File: src/rtl/ffha_pkg.sv
`default_nettype none
package ffha_pkg;

  typedef struct packed {
    logic        func;
    logic [31:0] request_size;
    logic [31:0] free_address;
  } in_item_t;

  typedef struct packed {
    logic [31:0] granted_address;
    logic [1:0]  status;
  } out_item_t;

  localparam logic FUNC_ALLOC = 1'b0;
  localparam logic FUNC_FREE  = 1'b1;

  localparam logic [1:0] ST_DONE    = 2'd0;
  localparam logic [1:0] ST_NOFIT   = 2'd1;
  localparam logic [1:0] ST_UNKNOWN = 2'd2;

  localparam logic [1:0] REG_HEAP_START = 2'd0;
  localparam logic [1:0] REG_HEAP_BYTES = 2'd1;

  typedef enum logic [3:0] {
    S_IDLE, S_REBUILD, S_READ, S_CHECK, S_ALLOC, S_FREE_RD, S_RD_P, S_FREE_P,
    S_RD_N, S_FREE_N, S_RESULT
  } state_t;

  // datapath operation codes
  typedef enum logic [3:0] {
    OP_NONE, OP_REBUILD, OP_START, OP_RD_CUR, OP_STEP, OP_ALLOC,
    OP_FREE_RD, OP_RD_PRV, OP_FREE_P, OP_RD_NXT, OP_FREE_N, OP_RESULT
  } op_t;

  typedef struct packed {
    op_t op;
  } cmd_t;

  typedef struct packed {
    logic walk_end;
    logic hit;
  } sts_t;

endpackage
`default_nettype wire

File: src/rtl/ffha_ctrl.sv
`default_nettype none
module ffha_ctrl (
  input  wire              clk,
  input  wire              rst,
  input  wire              rebuild_req,
  input  wire              in_valid,
  output logic             in_ready,
  input  wire              func,
  input  wire              out_busy,
  input  ffha_pkg::sts_t   sts,
  output ffha_pkg::cmd_t   cmd
);
  ffha_pkg::state_t state, state_next;
  logic             func_r;

  // state register
  always_ff @(posedge clk) begin
    if (rst) begin
      state  <= ffha_pkg::S_IDLE;
      func_r <= 1'b0;
    end else begin
      state <= state_next;
      if (in_valid && in_ready) func_r <= func;
    end
  end

  // next state and commands
  always_comb begin
    state_next = state;
    cmd.op     = ffha_pkg::OP_NONE;
    in_ready   = 1'b0;
    unique case (state)
      ffha_pkg::S_IDLE: begin
        if (rebuild_req) begin
          state_next = ffha_pkg::S_REBUILD;
        end else begin
          in_ready = !out_busy;
          if (in_valid && !out_busy) begin
            cmd.op     = ffha_pkg::OP_START;
            state_next = ffha_pkg::S_READ;
          end
        end
      end
      ffha_pkg::S_REBUILD: begin
        cmd.op     = ffha_pkg::OP_REBUILD;
        state_next = ffha_pkg::S_IDLE;
      end
      ffha_pkg::S_READ: begin
        if (sts.walk_end) begin
          cmd.op     = ffha_pkg::OP_RESULT;
          state_next = ffha_pkg::S_IDLE;
        end else begin
          cmd.op     = ffha_pkg::OP_RD_CUR;
          state_next = ffha_pkg::S_CHECK;
        end
      end
      ffha_pkg::S_CHECK: begin
        if (sts.hit) begin
          if (func_r == ffha_pkg::FUNC_ALLOC) begin
            cmd.op     = ffha_pkg::OP_ALLOC;
            state_next = ffha_pkg::S_RESULT;
          end else begin
            cmd.op     = ffha_pkg::OP_FREE_RD;
            state_next = ffha_pkg::S_RD_P;
          end
        end else begin
          cmd.op     = ffha_pkg::OP_STEP;
          state_next = ffha_pkg::S_READ;
        end
      end
      ffha_pkg::S_RD_P: begin
        cmd.op     = ffha_pkg::OP_RD_PRV;
        state_next = ffha_pkg::S_FREE_P;
      end
      ffha_pkg::S_FREE_P: begin
        cmd.op     = ffha_pkg::OP_FREE_P;
        state_next = ffha_pkg::S_FREE_RD;
      end
      ffha_pkg::S_FREE_RD: begin
        cmd.op     = ffha_pkg::OP_FREE_RD;
        state_next = ffha_pkg::S_RD_N;
      end
      ffha_pkg::S_RD_N: begin
        cmd.op     = ffha_pkg::OP_RD_NXT;
        state_next = ffha_pkg::S_FREE_N;
      end
      ffha_pkg::S_FREE_N: begin
        cmd.op     = ffha_pkg::OP_FREE_N;
        state_next = ffha_pkg::S_RESULT;
      end
      ffha_pkg::S_RESULT: begin
        cmd.op     = ffha_pkg::OP_RESULT;
        state_next = ffha_pkg::S_IDLE;
      end
      default: state_next = ffha_pkg::S_IDLE;
    endcase
  end
endmodule
`default_nettype wire

File: config.mk
export PLATFORM = sky130hd
export DESIGN_NAME = ffha_ctrl
export DESIGN_NICKNAME = d
export VERILOG_FILES = /design/src/rtl/ffha_pkg.sv /design/src/rtl/ffha_ctrl.sv
export SDC_FILE = /design/constraint.sdc
export NUM_CORES = 1
export LEC_CHECK = 0
export ABC_AREA = 1
export BUFFER_PORTS_ARGS = -buffer_cell sky130_fd_sc_hd__buf_2
export CORE_AREA = 2 2 39 41
export CTS_BUF_LIST = sky130_fd_sc_hd__clkbuf_4
export DETAILED_ROUTE_END_ITERATION = 10
export DIE_AREA = 0 0 41 43
export HOLD_SLACK_MARGIN = 0.1
export PLACE_DENSITY = 0.48
export SKIP_LAST_GASP = 1
export SLEW_MARGIN = 20
export SYNTH_ARGS = -nofsm -noshare
export SYNTH_HDL_FRONTEND = slang
export SYNTH_SLANG_ARGS = --single-unit
export TNS_END_PERCENT = 5
File: constraint.sdc
create_clock -name clk -period 1.55 [get_ports clk]
set_clock_uncertainty 0.2 [all_clocks]
set_input_delay 0.3875 -clock clk [delete_from_list [all_inputs] [get_ports clk]]
set_output_delay 0.3875 -clock clk [all_outputs]
set_load 0.1 [all_outputs]
## Yosys cells after proc, flatten, opt, wreduce, memory -nomap -nowiden

Cells that the tools add are included.

| word-level totals | value |
|---|---|
| input port bits | 8 |
| register bits after elaboration | 5 |
| output and inout bits | 5 |
| word-level logic and storage cells | 30 |

| cells by class | value |
|---|---|
| equality and inequality tests | 10 |
| reduce and logical (&&, ||, !) cells | 4 |
| muxes and demuxes | 14 |

Operators by type and width:

| kind | number |
|---|---|
| 4-bit one-hot mux with 10 select lines | 1 |
| 4-bit one-hot mux with 8 select lines | 1 |
| 4-bit two-way mux | 6 |
| 4-bit by 3-bit equality test with 1-bit output (second input constant) | 3 |
| 4-bit equality test (second input constant) | 3 |
| 4-bit by 2-bit equality test with 1-bit output (second input constant) | 2 |
| 2-bit two-way mux | 4 |
| 4-bit by 1-bit equality test with 1-bit output (second input constant) | 1 |
| 4-bit logical NOT | 1 |
| 3-bit != test (second input constant) | 1 |
| 1-bit logical AND | 2 |
| 1-bit two-way mux | 2 |
| 1-bit logical NOT | 1 |

## Longest topological paths before layout

| logic depth | value |
|---|---|
| depth after elaboration | 5 |
| gate-level depth with buffers | 8 |
| gate-level depth less buffers | 8 |

## Worst setup path after synthesis

Ideal clock, no wire load.

| timing path | value |
|---|---|
| path kind | register to output |
| start | register state[0] |
| end | output port cmd[2] in the netlist's numbering |
| buffers on the path | 0 |
| arrival time | 1.999 ns |
| path slack | -1.036 ns |
| stages on the path, launching flop included | 3 |
| required time | 0.962 ns |
| cells stage by stage | dfxtp_1 > nand2_1 > o211ai_1 |

RTL lines:

| element | RTL line | RTL |
|---|---|---|
| start, declared | ffha_ctrl.sv:13 | `ffha_pkg::state_t state, state_next;` |
| start signal, assigned | ffha_ctrl.sv:19 | `state <= ffha_pkg::S_IDLE;` |
| start signal, assigned | ffha_ctrl.sv:22 | `state <= state_next;` |
| end, declared | ffha_ctrl.sv:11 | `output ffha_pkg::cmd_t cmd` |

==> flow_summary.ini <==
[sta]
timing.final.crit_share_pct = 127
report.final.slew_viol_count = 0
tightest_slew_ps = 270
slew_headroom_pct = 81.9
clock.fmax_mhz = 507
worst_slack_ps = -421
finalSetupViolations = 5
period_needed_ps = 1970
rsz0062_at_grt = true
finalHoldViolCount = 0
hold_ws_ps = 170

[synthesis]
synthMuxAreaShare_pct = 0
synthAdderAreaFrac_pct = 0
synth_area_leader_cell = dfxtp_1
seq_area_frac_synth_pct = 24.9
synth_top_area_share_pct = 24.9
synthCells = 73
syn_nets = 81
ys_ff_latch = 5
synthXorXnorAreaFrac_pct = 0
yosysWarnings = 0
synthDistinctLibCells = 15
synth-simple-area-share_pct = 53.3
synth-compound-area-share_pct = 9.66
synth.area.top_cells = dfxtp_1 25%, nand2_1 21%, nor2_1 12%, inv_1 11%, nand3_1 8.7%
synth_area_um2 = 402
synth_top_family_by_area = simple AND/OR/NAND/NOR gates
synth_area_per_cell_um2 = 5.50

[finish]
antenna_cells = 0
final_cell_mix = 19 x nand2_1, 13 x buf_4, 11 x nor2_1
final_cells = 118
final_common_cell = nand2_1
fin_area_um2 = 714
areaGrowthSynthToFinish_pct = 77.9
final_nets = 111
final_layout_size_suffix_gt1_share_pct = 45.1

[worst_hold_path]
min_path_cells = 2
min_to = state[1]$_SDFFE_PP0P_
hold_path.class = in2reg
min-delay-start = rst

[drt]
drt-total-wl_um = 1070
dr.pass1.iters = 4
drc = 0
vias = 525
vias_per_cell = 4.45
antenna_left = 0
drtIter0Drc = 13
wire_per_inst_um = 9.10

[worst_setup_path]
crit_chain = inv_4 > nand2_2 > nor2_2 > nand2_1 > nor2_2 > nor2_1 > nand2_1 > buf_12
cp_max_fo = 4
cp-end-kind = output pin
reg2reg_from = state[2]$_SDFFE_PP0P_
crit_required_ps = 960
rr_endpoint = state[1]$_SDFFE_PP0P_
setup.worst_path.start_class = flop
worstSetupPathType = reg2out
rr_worst_depth = 9
worst_path_max_delay_cell = dfxtp_4
worstPathArrival_ps = 1380
critPathMaxStageDelay_ps = 360
r2r_slack_ps = 190

[global_routing]
use_met1_pct = 18.1
grtUsageMet3_pct = 3.66
grt_overflow = 0
grt_pass1_vias = 476
antenna_found_initial = 0
top_usage_layer = met2
track_usage_pct = 14.9
met2_usage_pct = 23.8
grt_max_degree = 6
grt_pass1_wl_um = 1810

[placement]
io_buffers = 12
dp_hpwl_um = 893
place_inst = 111
place_area_um2 = 637
place_congestion = 0.719

[clock_network]
htreeDepth = 1
insertion_delay_ps = 230
clockBufferDepth = 2
clk_pin_slew_worst_paths_ps = 40
cts_tree = built
cts_buffers = 3
clock-sinks = 5
root_buffer = clkbuf_4
hold_buffers = 0

[floorplanning]
ioPinCount = 13
initial_utilization_pct = 29.0
fp.dieH_um = 43
rows = 14
dieArea_um2 = 1760
die_w_um = 41
core_um2 = 1380

[power_and_ir_drop]
switching_power_mw = 0.226
p_leak_nw = 0.393
power_frac_seq_pct = 25.7
sw_frac_of_total_pct = 39.4
peakVddDrop_mv = 0.527
total_power_mw = 0.572
p_clk_share_pct = 28.2
power_density_nw_per_um2 = 801
p_comb_share_pct = 46.1
p_int_mw = 0.347

[run_status]
violations = setup timing
outcome = finished, violations left

[run]
maxCapViolCount = 0
per-layer routing:
layer	vias to the layer above	routed length (µm)
met5	-	0
met4	0	0
met3	0	53
met2	12	567
met1	226	453
li1	287	-
sequential cells by signal, indices dropped and copies added (netlist names):
register and cells:
state 4, func_r 1
kinds of logic after synthesis:
logic type             count (synthesis)
AO/OA/AOI/OAI                          7
flip-flops                             5
buffers and inverters                 13
AND/OR/NAND/NOR                       48
power by group through the flow:
stage / clock (mW) / combinational [mW] / sequential, mW
6_report: 0.162 / 0.264 / 0.147
3_5_place_dp: 0 / 0.262 / 0.149
4_1_cts: 0.167 / 0.264 / 0.147
5_1_grt: 0.180 / 0.282 / 0.148
2_1_floorplan: 0 / 0.164 / 0.147
3_3_place_gp: 0 / 0.261 / 0.149
synthesized netlist by cell type:
library cell  count
nor2_4            1
nand2_1          22
o21ai_0           1
inv_1            12
nand4_1           1
o22ai_1           1
inv_2             1
nand3_1           7
o211ai_1          1
nand3_2           1
a21oi_1           4
nor2_1           13
nor2_2            2
nand3b_1          1
dfxtp_1           5
area by class of cell:
cell class	count	area (µm²)
fill	151	669
sequential	5	110
tap	16	20.0
multi-input combinational	55	270
timing repair buffer	25	233
inverter	13	51.3
clock buffer	4	30.0
worst max-delay path by stage:
stage	endpoint	slack, ps	start
2_1_floorplan	cmd[2]	-970	state[1]$_SDFFE_PP0P_
3_3_place_gp	cmd[1]	-190	rebuild_req
3_5_place_dp	cmd[1]	-190	state[3]$_SDFFE_PP0P_
4_1_cts	cmd[0]	-390	state[3]$_SDFFE_PP0P_
5_1_grt	cmd[0]	-500	state[2]$_SDFFE_PP0P_
6_report	cmd[0]	-420	state[2]$_SDFFE_PP0P_
metrics by stage:
| step | setup WS (ps) | utilization (%) | TNS (ps) |
|---|---|---|---|
| 6_report | -421 | 51.6 | -1760 |
| 5_1_grt | -500 | 51.6 | -2160 |
| 4_1_cts | -392 | 49.6 | -1800 |
| 3_5_place_dp | -189 | 46.0 | -691 |
| 3_3_place_gp | -186 | 46.0 | -666 |
| 2_1_floorplan | -967 | - | -3470 |
critical path, delay by kind of cell, from the launching register on:
kind          cells  cell delay [ps]
buf+inv           2              240
flops             1              360
simple gates      6              550
timing repair:
action                                  in CTS  in global routing
buffers inserted                             1                  2
endpoints found under the setup margin       5                  5
gates resized for setup                      5                  7
pin swaps                                    1                  4
Note: power is estimated with default switching activity, not from simulation.
